### config.mk
export PLATFORM = sky130hd
export DESIGN_NAME = blocking_mean_error_estimator_top_flat
export DESIGN_NICKNAME = d
export VERILOG_FILES = /design/src/rtl/bmee_pkg.sv /design/src/rtl/bmee_if.sv /design/src/rtl/bmee_front.sv /design/src/rtl/bmee_fifo.sv /design/src/rtl/bmee_back.sv /design/src/rtl/blocking_mean_error_estimator_top.sv /design/src/flat_wrapper.sv
export SDC_FILE = /design/constraint.sdc
export NUM_CORES = 2
export LEC_CHECK = 0
export CAP_MARGIN = 20
export CORE_UTILIZATION = 55
export CTS_CLUSTER_DIAMETER = 120
export CTS_CLUSTER_SIZE = 8
export DETAILED_ROUTE_END_ITERATION = 10
export DONT_BUFFER_PORTS = 1
export PLACE_DENSITY = 0.81
export SETUP_SLACK_MARGIN = 0.4
export SLEW_MARGIN = 20
export SYNTH_ARGS = -nofsm -noshare
export SYNTH_HDL_FRONTEND = slang
export SYNTH_SLANG_ARGS = --single-unit
### constraint.sdc
create_clock -name clock -period 17.7 [get_ports clock]
set_clock_uncertainty 0.2 [all_clocks]
set_input_delay 2.655 -clock clock [delete_from_list [all_inputs] [get_ports clock]]
set_output_delay 2.655 -clock clock [all_outputs]
set_load 0.05 [all_outputs]
### src/rtl/bmee_pkg.sv
// Package for the blocking mean error estimator: widths, constants and shared types.
// Used by the interface file, every RTL module and the checker.
`default_nettype none
package bmee_pkg;

   localparam int SAMPLE_BITS_DEFAULT = 24;
   localparam int MAX_BLOCKS_DEFAULT  = 1024;

   localparam int SAMPLE_W     = 24;
   localparam int LEN_W        = 16;
   localparam int NUMB_W       = 11;
   localparam int INDEX_W      = 10;
   localparam int RESULT_W     = 24;
   localparam int CSR_ADDR_W   = 1;
   localparam int CSR_DATA_W   = 16;

   localparam int TOTAL_W      = 48;
   localparam int MEAN_W       = 32;
   localparam int MTOT_W       = 50;
   localparam int SQ_W         = 64;
   localparam int SQTOT_W      = 80;
   localparam int CNT_W        = 17;

   localparam logic [CSR_ADDR_W-1:0] REG_BLOCK_LEN  = 1'd0;
   localparam logic [CSR_ADDR_W-1:0] REG_NUM_BLOCKS = 1'd1;

   localparam logic [LEN_W-1:0]  BLOCK_LEN_RESET  = 16'd100;
   localparam logic [NUMB_W-1:0] NUM_BLOCKS_RESET = 11'd100;

   // One completed block handed from the front part to the back part.
   typedef struct packed {
      logic [TOTAL_W-1:0] total;
      logic [CNT_W-1:0]   count;
      logic               restart;
      logic               final_blk;
   } block_type;

   typedef struct packed {
      logic [INDEX_W-1:0]  block_index;
      logic [RESULT_W-1:0] running_mean;
      logic [RESULT_W-1:0] std_error;
      logic                final_block;
   } result_type;

endpackage
`default_nettype wire

### src/rtl/bmee_if.sv
// Valid/ready channel interfaces for samples and results.
// Depends on bmee_pkg.
`default_nettype none
interface bmee_req_if;
   logic                         valid;
   logic                         ready;
   logic [bmee_pkg::SAMPLE_W-1:0] sample;
   logic                         restart;
   modport source (output valid, sample, restart, input ready);
   modport sink   (input valid, sample, restart, output ready);
endinterface

interface bmee_rsp_if;
   logic                          valid;
   logic                          ready;
   logic [bmee_pkg::INDEX_W-1:0]  block_index;
   logic [bmee_pkg::RESULT_W-1:0] running_mean;
   logic [bmee_pkg::RESULT_W-1:0] std_error;
   logic                          final_block;
   modport source (output valid, block_index, running_mean, std_error, final_block,
                   input ready);
   modport sink   (input valid, block_index, running_mean, std_error, final_block,
                   output ready);
endinterface
`default_nettype wire

### src/rtl/bmee_front.sv
// Front part: accumulates samples into blocks and emits one entry per completed block.
// Depends on bmee_pkg.
`default_nettype none
module bmee_front #(
   parameter int SAMPLE_BITS = bmee_pkg::SAMPLE_BITS_DEFAULT,
   parameter int MAX_BLOCKS  = bmee_pkg::MAX_BLOCKS_DEFAULT
) (
   input  wire logic                          clock,
   input  wire logic                          reset,
   input  wire logic                          in_valid,
   output      logic                          in_ready,
   input  wire logic [bmee_pkg::SAMPLE_W-1:0] in_sample,
   input  wire logic                          in_restart,
   input  wire logic [bmee_pkg::LEN_W-1:0]    block_len,
   input  wire logic [bmee_pkg::NUMB_W-1:0]   num_blocks,
   output      logic                          blk_valid,
   input  wire logic                          blk_ready,
   output      bmee_pkg::block_type           blk_data
);
   localparam int BD_W = $clog2(MAX_BLOCKS + 1) + 1;

   logic [bmee_pkg::CNT_W-1:0]   count_ff, count_in;
   logic [bmee_pkg::TOTAL_W-1:0] total_ff, total_in;
   logic [BD_W-1:0]              done_ff, done_in;
   logic                         rst_pend_ff, rst_pend_in;
   logic [BD_W-1:0]              limit;
   logic [bmee_pkg::CNT_W-1:0]   len;
   logic [bmee_pkg::CNT_W-1:0]   cnt_next;
   logic [bmee_pkg::TOTAL_W-1:0] tot_next;
   logic [BD_W-1:0]              done_base;
   logic [bmee_pkg::SAMPLE_W-1:0] smp;
   logic                         fire, complete;

   // Block limit saturates to MAX_BLOCKS; a zero length acts as one.
   always_comb begin
      if (32'(num_blocks) > MAX_BLOCKS) limit = BD_W'(MAX_BLOCKS);
      else limit = BD_W'(num_blocks);
      len = (block_len == '0) ? bmee_pkg::CNT_W'(1) : bmee_pkg::CNT_W'(block_len);
      smp = in_sample & bmee_pkg::SAMPLE_W'((64'd1 << SAMPLE_BITS) - 64'd1);
   end

   // Every sample, not only one that completes a block, waits for a free queue slot.
   assign in_ready = blk_ready;
   assign fire     = in_valid && in_ready;

   always_comb begin
      count_in    = count_ff;
      total_in    = total_ff;
      done_in     = done_ff;
      rst_pend_in = rst_pend_ff;
      done_base   = in_restart ? '0 : done_ff;
      cnt_next    = (in_restart ? '0 : count_ff) + bmee_pkg::CNT_W'(1);
      tot_next    = (in_restart ? '0 : total_ff) + bmee_pkg::TOTAL_W'(smp);
      complete    = 1'b0;
      if (fire) begin
         if (in_restart) begin
            count_in    = '0;
            total_in    = '0;
            done_in     = '0;
            rst_pend_in = 1'b1;
         end
         if (done_base < limit) begin
            if (cnt_next < len) begin
               count_in = cnt_next;
               total_in = tot_next;
            end else begin
               complete    = 1'b1;
               count_in    = '0;
               total_in    = '0;
               done_in     = done_base + BD_W'(1);
               rst_pend_in = 1'b0;
            end
         end
      end
   end

   assign blk_valid          = complete;
   assign blk_data.total     = tot_next;
   assign blk_data.count     = cnt_next;
   assign blk_data.restart   = in_restart || rst_pend_ff;
   assign blk_data.final_blk = (done_base + BD_W'(1)) == limit;

   always_ff @(posedge clock) begin
      if (reset) begin
         count_ff    <= '0;
         total_ff    <= '0;
         done_ff     <= '0;
         rst_pend_ff <= 1'b0;
      end else begin
         count_ff    <= count_in;
         total_ff    <= total_in;
         done_ff     <= done_in;
         rst_pend_ff <= rst_pend_in;
      end
   end
endmodule
`default_nettype wire

### src/rtl/bmee_fifo.sv
// Short queue of completed blocks between the front and back parts.
// Depends on bmee_pkg.
`default_nettype none
module bmee_fifo (
   input  wire logic                clock,
   input  wire logic                reset,
   input  wire logic                wr_valid,
   output      logic                wr_ready,
   input  wire bmee_pkg::block_type wr_data,
   output      logic                rd_valid,
   input  wire logic                rd_ready,
   output      bmee_pkg::block_type rd_data
);
   bmee_pkg::block_type mem_ff [2];
   logic       wp_ff, wp_in, rp_ff, rp_in;
   logic [1:0] fill_ff, fill_in;
   logic       push, pop;

   assign wr_ready = fill_ff != 2'd2;
   assign rd_valid = fill_ff != 2'd0;
   assign rd_data  = mem_ff[rp_ff];
   assign push     = wr_valid && wr_ready;
   assign pop      = rd_valid && rd_ready;

   always_comb begin
      wp_in   = push ? ~wp_ff : wp_ff;
      rp_in   = pop ? ~rp_ff : rp_ff;
      fill_in = fill_ff + 2'(push) - 2'(pop);
   end

   // Entry storage.
   always_ff @(posedge clock) begin
      if (push) mem_ff[wp_ff] <= wr_data;
   end

   always_ff @(posedge clock) begin
      if (reset) begin
         wp_ff   <= 1'b0;
         rp_ff   <= 1'b0;
         fill_ff <= '0;
      end else begin
         wp_ff   <= wp_in;
         rp_ff   <= rp_in;
         fill_ff <= fill_in;
      end
   end
endmodule
`default_nettype wire

### src/rtl/bmee_back.sv
// Back part: sequencer that folds a block mean into the running sums and computes
// the mean and error with shared bit-serial divide and square root. Depends on bmee_pkg.
`default_nettype none
module bmee_back #(
   parameter int MAX_BLOCKS = bmee_pkg::MAX_BLOCKS_DEFAULT
) (
   input  wire logic                 clock,
   input  wire logic                 reset,
   input  wire logic                 blk_valid,
   output      logic                 blk_ready,
   input  wire bmee_pkg::block_type  blk_data,
   output      logic                 res_valid,
   input  wire logic                 res_ready,
   output      bmee_pkg::result_type res_data
);
   localparam int NB_W = $clog2(MAX_BLOCKS + 1) + 1;
   localparam int DV_W = bmee_pkg::SQTOT_W;
   localparam int DC_W = $clog2(DV_W + 1);

   localparam logic [3:0] ST_IDLE  = 4'd0;
   localparam logic [3:0] ST_MEAN  = 4'd1;
   localparam logic [3:0] ST_SQ    = 4'd2;
   localparam logic [3:0] ST_AVG   = 4'd3;
   localparam logic [3:0] ST_AVG2  = 4'd4;
   localparam logic [3:0] ST_ASQ   = 4'd5;
   localparam logic [3:0] ST_VDIV  = 4'd6;
   localparam logic [3:0] ST_ROOT  = 4'd7;
   localparam logic [3:0] ST_OUT   = 4'd8;

   logic [3:0]                   state_ff, state_in;
   logic [bmee_pkg::MTOT_W-1:0]  mtot_ff, mtot_in;
   logic [bmee_pkg::SQTOT_W-1:0] sqtot_ff, sqtot_in;
   logic [NB_W-1:0]              n_ff, n_in;
   logic [bmee_pkg::MEAN_W-1:0]  m_ff, m_in;
   logic [bmee_pkg::MEAN_W-1:0]  avg_ff, avg_in;
   logic [bmee_pkg::SQ_W-1:0]    avg2_ff, avg2_in;
   logic                         fin_ff, fin_in;
   logic                         started_ff, started_in;
   // Shared restoring divider state.
   logic [DV_W-1:0]              quo_ff, quo_in;
   logic [DV_W-1:0]              rem_ff, rem_in;
   logic [DV_W-1:0]              dvs_ff, dvs_in;
   logic [DC_W-1:0]              dcnt_ff, dcnt_in;
   logic [DV_W:0]                rem_sh;
   // Square root state.
   logic [bmee_pkg::SQ_W-1:0]    rv_ff, rv_in, rr_ff, rr_in, rb_ff, rb_in;
   logic [bmee_pkg::SQ_W-1:0]    rsum;
   logic [bmee_pkg::SQ_W-1:0]    sq_prod;
   logic                         res_valid_ff, res_valid_in;
   bmee_pkg::result_type         res_ff, res_in;

   assign blk_ready = (state_ff == ST_IDLE) && !res_valid_ff;
   assign res_valid = res_valid_ff;
   assign res_data  = res_ff;

   always_comb begin
      rem_sh  = {rem_ff, quo_ff[DV_W-1]};
      sq_prod = bmee_pkg::SQ_W'(m_ff) * bmee_pkg::SQ_W'(m_ff);
      rsum    = rr_ff + rb_ff;
   end

   always_comb begin
      state_in     = state_ff;
      mtot_in      = mtot_ff;
      sqtot_in     = sqtot_ff;
      n_in         = n_ff;
      m_in         = m_ff;
      avg_in       = avg_ff;
      avg2_in      = avg2_ff;
      fin_in       = fin_ff;
      started_in   = started_ff;
      quo_in       = quo_ff;
      rem_in       = rem_ff;
      dvs_in       = dvs_ff;
      dcnt_in      = dcnt_ff;
      rv_in        = rv_ff;
      rr_in        = rr_ff;
      rb_in        = rb_ff;
      res_valid_in = res_valid_ff && !res_ready;
      res_in       = res_ff;

      // One divider step a cycle while a division is running.
      if (dcnt_ff != '0) begin
         quo_in  = {quo_ff[DV_W-2:0], 1'b0};
         if (rem_sh >= {1'b0, dvs_ff}) begin
            rem_in    = DV_W'(rem_sh - {1'b0, dvs_ff});
            quo_in[0] = 1'b1;
         end else begin
            rem_in = rem_sh[DV_W-1:0];
         end
         dcnt_in = dcnt_ff - DC_W'(1);
      end

      unique case (state_ff)
         ST_IDLE: begin
            if (blk_valid && blk_ready) begin
               if (blk_data.restart || !started_ff) begin
                  mtot_in  = '0;
                  sqtot_in = '0;
                  n_in     = NB_W'(1);
               end else begin
                  n_in = n_ff + NB_W'(1);
               end
               started_in = 1'b1;
               fin_in     = blk_data.final_blk;
               quo_in     = DV_W'(blk_data.total);
               rem_in     = '0;
               dvs_in     = DV_W'(blk_data.count);
               dcnt_in    = DC_W'(DV_W);
               state_in   = ST_MEAN;
            end
         end
         ST_MEAN: begin
            if (dcnt_ff == '0) begin
               m_in     = bmee_pkg::MEAN_W'(quo_ff);
               state_in = ST_SQ;
            end
         end
         ST_SQ: begin
            mtot_in  = mtot_ff + bmee_pkg::MTOT_W'(m_ff);
            sqtot_in = sqtot_ff + bmee_pkg::SQTOT_W'(sq_prod);
            quo_in   = DV_W'(mtot_ff + bmee_pkg::MTOT_W'(m_ff));
            rem_in   = '0;
            dvs_in   = DV_W'(n_ff);
            dcnt_in  = DC_W'(DV_W);
            state_in = ST_AVG;
         end
         ST_AVG: begin
            if (dcnt_ff == '0) begin
               avg_in   = bmee_pkg::MEAN_W'(quo_ff);
               m_in     = bmee_pkg::MEAN_W'(quo_ff);
               quo_in   = sqtot_ff;
               rem_in   = '0;
               dcnt_in  = DC_W'(DV_W);
               state_in = ST_AVG2;
            end
         end
         ST_AVG2: begin
            if (dcnt_ff == '0) begin
               avg2_in  = bmee_pkg::SQ_W'(quo_ff);
               state_in = ST_ASQ;
            end
         end
         ST_ASQ: begin
            // m_ff holds avg here, so sq_prod is avg squared.
            if (n_ff == NB_W'(1)) begin
               rv_in    = '0;
               rr_in    = '0;
               rb_in    = '0;
               state_in = ST_ROOT;
            end else begin
               quo_in   = DV_W'((avg2_ff > sq_prod) ? avg2_ff - sq_prod : '0);
               rem_in   = '0;
               dvs_in   = DV_W'(n_ff - NB_W'(1));
               dcnt_in  = DC_W'(DV_W);
               state_in = ST_VDIV;
            end
         end
         ST_VDIV: begin
            if (dcnt_ff == '0) begin
               rv_in    = bmee_pkg::SQ_W'(quo_ff);
               rr_in    = '0;
               rb_in    = bmee_pkg::SQ_W'(1) << (bmee_pkg::SQ_W - 2);
               state_in = ST_ROOT;
            end
         end
         ST_ROOT: begin
            // One result bit per cycle; bit reaches zero when done.
            if (rb_ff == '0) begin
               state_in = ST_OUT;
            end else begin
               if (rv_ff >= rsum) begin
                  rv_in = rv_ff - rsum;
                  rr_in = (rr_ff >> 1) + rb_ff;
               end else begin
                  rr_in = rr_ff >> 1;
               end
               rb_in = rb_ff >> 2;
            end
         end
         ST_OUT: begin
            if (!res_valid_ff) begin
               res_in.block_index  = bmee_pkg::INDEX_W'(n_ff - NB_W'(1));
               res_in.running_mean = bmee_pkg::RESULT_W'(avg_ff);
               res_in.std_error    = bmee_pkg::RESULT_W'(rr_ff);
               res_in.final_block  = fin_ff;
               res_valid_in        = 1'b1;
               state_in            = ST_IDLE;
            end
         end
         default: state_in = ST_IDLE;
      endcase
   end

   always_ff @(posedge clock) begin
      mtot_ff  <= mtot_in;
      sqtot_ff <= sqtot_in;
      n_ff     <= n_in;
      m_ff     <= m_in;
      avg_ff   <= avg_in;
      avg2_ff  <= avg2_in;
      fin_ff   <= fin_in;
      quo_ff   <= quo_in;
      rem_ff   <= rem_in;
      dvs_ff   <= dvs_in;
      rv_ff    <= rv_in;
      rr_ff    <= rr_in;
      rb_ff    <= rb_in;
      res_ff   <= res_in;
   end

   always_ff @(posedge clock) begin
      if (reset) begin
         state_ff     <= ST_IDLE;
         started_ff   <= 1'b0;
         dcnt_ff      <= '0;
         res_valid_ff <= 1'b0;
      end else begin
         state_ff     <= state_in;
         started_ff   <= started_in;
         dcnt_ff      <= dcnt_in;
         res_valid_ff <= res_valid_in;
      end
   end
endmodule
`default_nettype wire

### src/rtl/blocking_mean_error_estimator_top.sv
// Blocking mean error estimator. Samples are accepted whenever the
// two-entry block queue has room; when the queue is full every sample waits.
// Each completed block is processed by a sequencer that runs four 80-step
// bit-serial divisions (block mean, mean of means, mean of squares, variance
// over the index) and a 32-step square root; the first block skips the
// variance division and the root. This work is overlapped with the next
// block's accumulation. The next block is taken only once the result has
// been accepted. Reset clears the sample accumulators at once, no clearing
// pass; the running sums are cleared when the first block after reset is taken.
`default_nettype none
module blocking_mean_error_estimator_top #(
   parameter int SAMPLE_BITS = bmee_pkg::SAMPLE_BITS_DEFAULT,
   parameter int MAX_BLOCKS  = bmee_pkg::MAX_BLOCKS_DEFAULT
) (
   input  wire logic                            clock,
   input  wire logic                            reset,
   bmee_req_if.sink                             req,
   bmee_rsp_if.source                           rsp,
   input  wire logic                            csr_write_enable,
   input  wire logic [bmee_pkg::CSR_ADDR_W-1:0] csr_index,
   input  wire logic [bmee_pkg::CSR_DATA_W-1:0] csr_write_data
);
   logic [bmee_pkg::LEN_W-1:0]  block_len_ff;
   logic [bmee_pkg::NUMB_W-1:0] num_blocks_ff;
   logic                        f_valid, f_ready, q_valid, q_ready;
   bmee_pkg::block_type         f_data, q_data;
   bmee_pkg::result_type        res;

   // Configuration registers.
   always_ff @(posedge clock) begin
      if (reset) begin
         block_len_ff  <= bmee_pkg::BLOCK_LEN_RESET;
         num_blocks_ff <= bmee_pkg::NUM_BLOCKS_RESET;
      end else if (csr_write_enable) begin
         unique case (csr_index)
            bmee_pkg::REG_BLOCK_LEN:  block_len_ff  <= csr_write_data;
            bmee_pkg::REG_NUM_BLOCKS: num_blocks_ff <= csr_write_data[bmee_pkg::NUMB_W-1:0];
            default: ;
         endcase
      end
   end

   bmee_front #(.SAMPLE_BITS(SAMPLE_BITS), .MAX_BLOCKS(MAX_BLOCKS)) u_front (
      .clock, .reset,
      .in_valid(req.valid), .in_ready(req.ready),
      .in_sample(req.sample), .in_restart(req.restart),
      .block_len(block_len_ff), .num_blocks(num_blocks_ff),
      .blk_valid(f_valid), .blk_ready(f_ready), .blk_data(f_data)
   );

   bmee_fifo u_fifo (
      .clock, .reset,
      .wr_valid(f_valid), .wr_ready(f_ready), .wr_data(f_data),
      .rd_valid(q_valid), .rd_ready(q_ready), .rd_data(q_data)
   );

   bmee_back #(.MAX_BLOCKS(MAX_BLOCKS)) u_back (
      .clock, .reset,
      .blk_valid(q_valid), .blk_ready(q_ready), .blk_data(q_data),
      .res_valid(rsp.valid), .res_ready(rsp.ready), .res_data(res)
   );

   assign rsp.block_index  = res.block_index;
   assign rsp.running_mean = res.running_mean;
   assign rsp.std_error    = res.std_error;
   assign rsp.final_block  = res.final_block;
endmodule
`default_nettype wire

### src/flat_wrapper.sv
// flat-port wrapper written by rule: the top's interface ports become plain ports
module blocking_mean_error_estimator_top_flat 
#(
   parameter int SAMPLE_BITS = bmee_pkg::SAMPLE_BITS_DEFAULT,
   parameter int MAX_BLOCKS  = bmee_pkg::MAX_BLOCKS_DEFAULT
)
  (clock, reset, csr_write_enable, csr_index, csr_write_data, req_valid, req_sample, req_restart, req_ready, rsp_valid, rsp_block_index, rsp_running_mean, rsp_std_error, rsp_final_block, rsp_ready);
  bmee_req_if req_i ();
  bmee_rsp_if rsp_i ();
  input  wire logic clock;
  input  wire logic reset;
  input  wire logic csr_write_enable;
  input  wire logic [bmee_pkg::CSR_ADDR_W-1:0] csr_index;
  input  wire logic [bmee_pkg::CSR_DATA_W-1:0] csr_write_data;
  input wire logic [$bits(req_i.valid)-1:0] req_valid;
  input wire logic [$bits(req_i.sample)-1:0] req_sample;
  input wire logic [$bits(req_i.restart)-1:0] req_restart;
  output wire logic [$bits(req_i.ready)-1:0] req_ready;
  output wire logic [$bits(rsp_i.valid)-1:0] rsp_valid;
  output wire logic [$bits(rsp_i.block_index)-1:0] rsp_block_index;
  output wire logic [$bits(rsp_i.running_mean)-1:0] rsp_running_mean;
  output wire logic [$bits(rsp_i.std_error)-1:0] rsp_std_error;
  output wire logic [$bits(rsp_i.final_block)-1:0] rsp_final_block;
  input wire logic [$bits(rsp_i.ready)-1:0] rsp_ready;
  assign req_i.valid = req_valid;
  assign req_i.sample = req_sample;
  assign req_i.restart = req_restart;
  assign req_ready = req_i.ready;
  assign rsp_valid = rsp_i.valid;
  assign rsp_block_index = rsp_i.block_index;
  assign rsp_running_mean = rsp_i.running_mean;
  assign rsp_std_error = rsp_i.std_error;
  assign rsp_final_block = rsp_i.final_block;
  assign rsp_i.ready = rsp_ready;
  blocking_mean_error_estimator_top #(.SAMPLE_BITS(SAMPLE_BITS), .MAX_BLOCKS(MAX_BLOCKS)) u_core (.clock(clock), .reset(reset), .req(req_i), .rsp(rsp_i), .csr_write_enable(csr_write_enable), .csr_index(csr_index), .csr_write_data(csr_write_data));
endmodule
### Word level (Yosys, flattened, before mapping)

Memories as Yosys holds them, arrays and structs flattened. A register that Yosys moved wholly into a read port is not among the register bits.
Index checks and enable logic that the tools add are counted.

| storage, ports and cells | value |
|---|---|
| logic and storage cells | 185 |
| memories | 1 |
| output and inout port bits | 61 |
| input port bits | 47 |
| RAM bits | 134 |
| bits in registers | 876 |

| cells by class | value |
|---|---|
| magnitude comparators | 6 |
| bitwise logic cells | 4 |
| multiplexer cells | 71 |
| reduce and logical (&&, ||, !) cells | 32 |
| add/sub/neg operators | 17 |
| eq/ne operators | 23 |
| multiply operators | 1 |

Memories:

| name | words | width | read ports | clocked after memory_dff | wr ports | line | RTL |
|---|---|---|---|---|---|---|---|
| u_core.u_fifo.mem_ff | 2 | 67 | 1 | 1 | 1 | bmee_fifo.sv:14 | `bmee_pkg::block_type mem_ff [2];` |

Operator list:

| operator | number |
|---|---|
| 80-bit 2-to-1 mux | 14 |
| 80-bit one-hot mux with 4 select lines | 2 |
| 64-bit 2-to-1 mux | 9 |
| 64-bit one-hot mux with 3 select lines | 3 |
| 80-bit one-hot mux with 3 select lines | 1 |
| 80-bit one-hot mux with 2 select lines | 1 |
| 48-bit 2-to-1 mux | 3 |
| 50-bit 2-to-1 mux | 2 |
| 50-bit one-hot mux with 2 select lines | 1 |
| 81-bit by 80-bit >= comparator with 1-bit output | 1 |
| 80-bit by 64-bit adder with 80-bit output | 1 |
| 80-bit subtractor | 1 |
| 64-bit by 64-bit subtractor with 65-bit output | 1 |
| 63-bit by 64-bit adder with 64-bit output | 1 |
| 64-bit adder | 1 |
| 64-bit >= comparator | 1 |
| 64-bit greater-than comparator | 1 |
| 64-bit zero test | 1 |
| 32-bit by 32-bit multiplier with 64-bit output | 1 |
| 64-bit subtractor | 1 |
| 50-bit by 32-bit adder with 51-bit output | 1 |
| 17-bit 2-to-1 mux | 3 |
| 50-bit by 32-bit adder with 50-bit output | 1 |
| 48-bit by 24-bit adder with 48-bit output | 1 |
| 42 further kinds | 101 |

### Depth between registers and ports, before layout

| depth | value |
|---|---|
| depth after elaboration | 9 |
| gate-level depth with buffers | 47 |
| depth with buffers taken out | 44 |

### By module

A second synthesis with hierarchy kept.

| unflattened totals | value |
|---|---|
| cells, all modules | 10,248 |
| area, all modules | 92,889.1 um^2 |

By module, submodules not included:

| module | seq. area each (um^2) | instances | area each (um^2) | cells each |
|---|---|---|---|---|
| bmee_back | 18,477.7 | 1 | 80,121.8 | 9,056 |
| bmee_front | 1,561.5 | 1 | 6,467.5 | 854 |
| bmee_fifo | 4,124.0 | 1 | 5,175.0 | 232 |
| blocking_mean_error_estimator_top | 540.5 | 1 | 1,124.8 | 106 |

### Least setup slack after synthesis

Ideal clock, no wire load.

| timing path | value |
|---|---|
| path kind | register to register |
| from | reg u_core.u_back.dcnt_ff[0] |
| to | reg u_core.u_back.rv_ff[0] in the netlist's numbering (enable) |
| arrival | 12.827 ns |
| slack | 4.247 ns |
| period minus slack after synthesis | 13.453 ns |
| stages on the path, launching flop included | 10 |
| setup time | 0.427 ns |
| buffers on the path | 2 |
| data required time | 17.073 ns |
| cell sequence | dfxtp_1 inv_1 ha_1 nand3b_1 nor2_1 clkbuf_1 buf_1 a21oi_1 nor4_1 o21a_1 |

| on the way | value |
|---|---|
| longest elaborated chain between the ends | 3 |

Ends and longest elaborated chain:

| what | line | RTL |
|---|---|---|
| from (decl) | bmee_back.sv:43 | `logic [DC_W-1:0] dcnt_ff, dcnt_in;` |
| from (signal assigned) | bmee_back.sv:221 | `dcnt_ff <= dcnt_in;` |
| 7-bit zero test | bmee_back.sv:160 | `if (dcnt_ff == '0) begin` |
| 2-bit != test (no source line) | - |  |
| 5-bit AND reduction (no source line) | - |  |
| to (signal assigned) | bmee_back.sv:206 | `rv_ff <= rv_in;` |
| to (decl) | bmee_back.sv:46 | `logic [bmee_pkg::SQ_W-1:0] rv_ff, rv_in, rr_ff, rr_in, rb_ff, rb_in;` |

No other way between the ends.
A chain may end at the register's enable or synchronous reset.

### Worst setup path in the final report

| timing path | value |
|---|---|
| from | reg u_core.u_back.m_ff[9] in the netlist's numbering |
| to | reg u_core.u_back.sqtot_ff[73] in the netlist's numbering (data pin) |

| on the way | value |
|---|---|
| longest elaborated chain between the ends | 3 |

Ends and longest elaborated chain:

| what | line | RTL |
|---|---|---|
| from (decl) | bmee_back.sv:34 | `logic [bmee_pkg::MEAN_W-1:0] m_ff, m_in;` |
| from (signal assigned) | bmee_back.sv:199 | `m_ff <= m_in;` |
| 32-bit by 32-bit multiplier with 64-bit output | bmee_back.sv:58 | `sq_prod = bmee_pkg::SQ_W'(m_ff) * bmee_pkg::SQ_W'(m_ff);` |
| 80-bit by 64-bit adder with 80-bit output | bmee_back.sv:121 | `sqtot_in = sqtot_ff + bmee_pkg::SQTOT_W'(sq_prod);` |
| 80-bit one-hot mux with 2 select lines | bmee_back.sv:94 | `unique case (state_ff)` |
| to (signal assigned) | bmee_back.sv:197 | `sqtot_ff <= sqtot_in;` |
| to (decl) | bmee_back.sv:32 | `logic [bmee_pkg::SQTOT_W-1:0] sqtot_ff, sqtot_in;` |

No other way between the ends.

==> results.md <==
* Routed wire length at 270 mm
* Most frequent cells in the layout: inv_1 (1226), nand2_1 (961), fa_1 (820)
* Mapped Avg Cell Area at a little over 9 um2
* Placed Area at around 92000 um2
* Status: complete, no violations
* Yosys warns at 0
* Hold_ws at between 200 and 250 ps
* Layout net count at 11200
* Vias in the first global route at between 70000 and 80000
* Slowest-stage cell, CP: o21ai_0
* Ys flop type: edfxtp_1
* Period minus WS final at roughly 13000 ps
* Hold Buf Count CTS at 0
* CTS buffer count at about 130
* Maxcap violations at 0
* I/O pin total at 108
* Crit path DAT at about 13000 ps
* PortBufs at 0
* Die extent in x at 407 um
* First-pass DRT Iterations at 7
* Core footprint at about 160000 um2
* First-pass GRT wire length at 419 mm
* Most common cell after layout, fill and taps aside: inv_1
* CTS root buf: clkbuf_16
* Initial antenna violation count at 10
* Share of cells above drive strength 1 at 3.64%
* Worst-Skew Late Latency at 790 ps
* Worst-path clk slew at 60 ps
* Slew margin rel. at between 20% and 30%
* Site Rows at 148
* Max Slew Vio Count at 0
* Starting density of the core at a little under three fifths
* Final Cycle Share at a little under three quarters
* Synth async-reset ratio at 0%
* Final instance area at a little under 100000 um2
* DIE HEIGHT at between 400 and 500 um
* Synthesized flop and latch total at 917
* Die area at roughly 170000 um2
* CP max FO at 26
* Vias at approximately 74000
* Crit start category: register
* Htree depth at 4
* # setup viols final at 0
* F_max at a little under 80 MHz
* CTS tree: done
* Drt initial violations at between 8000 and 9000
* DRC violations left at 0
* Clock buffer depth at 3
* CP required at approximately 18000 ps
* Post-detail-place hpwl at 202 mm
* Setup CP Type: reg -> reg
* Slowest stage delay, CP at slightly below 800 ps
* WL per Instance at between 20 and 25 um
* Largest net degree at the start of global routing at 127
* Layout area overhead at 6.43%
* Post-CTS Resized at 0
* Library cells used by synthesis at 92
* Mapped Nets at approximately 11000
* GPL Wtd Cong at about 1.0
* Sequential fraction of the synthesis area at 27.4%
* Gr usage total at roughly a third
* Top cell by count, worst path: fa_1
* Fill count at 13600
* CP endpoint kind: register
* Antenna Nets Post-Route at 0
* Vias per cell at approximately 6.2
* Mapped cell area at 90300 um2
* Total gr overflow at 0
* Slew @ Worst Pin at between 1000 and 1500 ps
* Unrepaired setup endpoints after global routing: no
* Final setup TNS at 0 ps
* Final hold violation count at 0
* Post-CTS Setup Inserts at 0
* Post-Synthesis Cells at 9836
* Hold Crit Class: reg -> reg
* CTS Sinks at around 920
* Post-synth EDFFs at around 630
-- through the flow --
| step | util (%) | cells | setup WS, ps |
|---|---|---|---|
| 6_report | 59.0 | 11900 | 5030 |
| 5_1_grt | 59.0 | 11900 | 4570 |
| 4_1_cts | 59.0 | 11900 | 5110 |
| 3_5_place_dp | 56.6 | 11700 | 5270 |
| 3_3_place_gp | 56.6 | 11700 | 5380 |
| 2_1_floorplan | - | 9836 | 4250 |
-- synthesized netlist by cell type, types with 31 or more instances --
| master | n | area, um2 |
|---|---|---|
| o211ai_1 | 42 | 315 |
| a211oi_1 | 80 | 601 |
| o21bai_1 | 105 | 788 |
| nand3_1 | 162 | 811 |
| a31oi_1 | 122 | 763 |
| nand2b_1 | 54 | 338 |
| edfxtp_1 | 634 | 19000 |
| o221ai_1 | 35 | 307 |
| fa_1 | 820 | 16400 |
| o21a_1 | 49 | 368 |
| nor2_1 | 630 | 2360 |
| inv_1 | 1228 | 4610 |
| mux2i_1 | 101 | 1010 |
| o21ai_0 | 463 | 2320 |
| a22oi_1 | 87 | 653 |
| a21oi_1 | 654 | 3270 |
| nor4_1 | 46 | 288 |
| ha_1 | 699 | 8750 |
| and3_1 | 90 | 563 |
| nor3_1 | 103 | 515 |
| clkbuf_1 | 399 | 1500 |
| a22o_1 | 33 | 289 |
| nor2b_1 | 129 | 807 |
| and2_1 | 288 | 1800 |
| nand2_1 | 962 | 3610 |
| xor2_1 | 292 | 2560 |
| xnor2_1 | 297 | 2600 |
| a221oi_1 | 31 | 272 |
| o31ai_1 | 34 | 255 |
| or3_1 | 37 | 231 |
| nand4_1 | 113 | 707 |
| dfxtp_1 | 283 | 5670 |
| a21o_1 | 321 | 2410 |
-- final timing paths --
kind	startpoint	depth (start not counted)	to	slack [ps]
setup / recovery	u_core.u_back.m_ff[9]	40	u_core.u_back.sqtot_ff[73]	5030
hold / removal	u_core.u_back.avg_ff[17]	0	u_core.u_back.res_data[42]	200
setup reg to reg	u_core.u_back.m_ff[9]	40	u_core.u_back.sqtot_ff[73]	5030
hold reg to reg	u_core.u_back.avg_ff[17]	0	u_core.u_back.res_data[42]	200
-- sequential cells by signal, indices dropped and copies added (netlist names), 59 cells and up, named ones only --
name and flops:
u_core.u_back.rv_ff 64, u_core.u_back.quo_ff 80, u_core.u_back.res_data 59, u_core.u_back.avg2_ff 64
u_core.u_back.rem_ff 80, u_core.u_back.rr_ff 64, u_core.u_fifo.mem_ff 134, u_core.u_back.sqtot_ff 80
-- final cells by class --
type	instances	area (um2)	share of cell area, %
inverter	1231	4620	4.81
antenna	4	10.0	0.0104
sequential	917	24700	25.7
multi-input combinational	7249	59400	61.8
clock inverter	14	307	0.319
clock buffer	208	3630	3.78
timing repair buffer	85	651	0.677
tap	2175	2720	2.83
-- cell families after synthesis --
kind of cell / Yosys count / synth area share, %
adders and majority gates: 1519 / 27.9
other: 2 / 0.00832
muxes: 117 / 1.32
buffers and inverters: 1670 / 6.99
and+or+nand+nor: 2706 / 14.1
DFF: 917 / 27.4
AOI/OAI and AO/OA: 2316 / 16.6
xor gates and xnor gates: 589 / 5.72
-- routing by layer --
| metal | global-route usage [%] | up-vias | share of wire [%] |
|---|---|---|---|
| li1 | - | 33300 | - |
| met1 | 43.0 | 36000 | 40 |
| met2 | 50.6 | 3736 | 45 |
| met3 | 6.30 | 622 | 9.6 |
| met4 | 14.6 | 10 | 4.9 |
| met5 | 0 | - | 0.025 |
-- worst max-delay path, delay by kind of cell, from the launching register on --
kind	cells	cell delay, ps
XOR/XNOR	2	380
buffers and inverters	8	1290
AND/OR/NAND/NOR	8	1510
adder cells (fa/ha/maj)	10	4880
flip-flops	1	320
AO/OA/AOI/OAI	12	3750
Power is not shown: default switching activity piles up to over one toggle a cycle in this logic, so the estimate is an artifact.
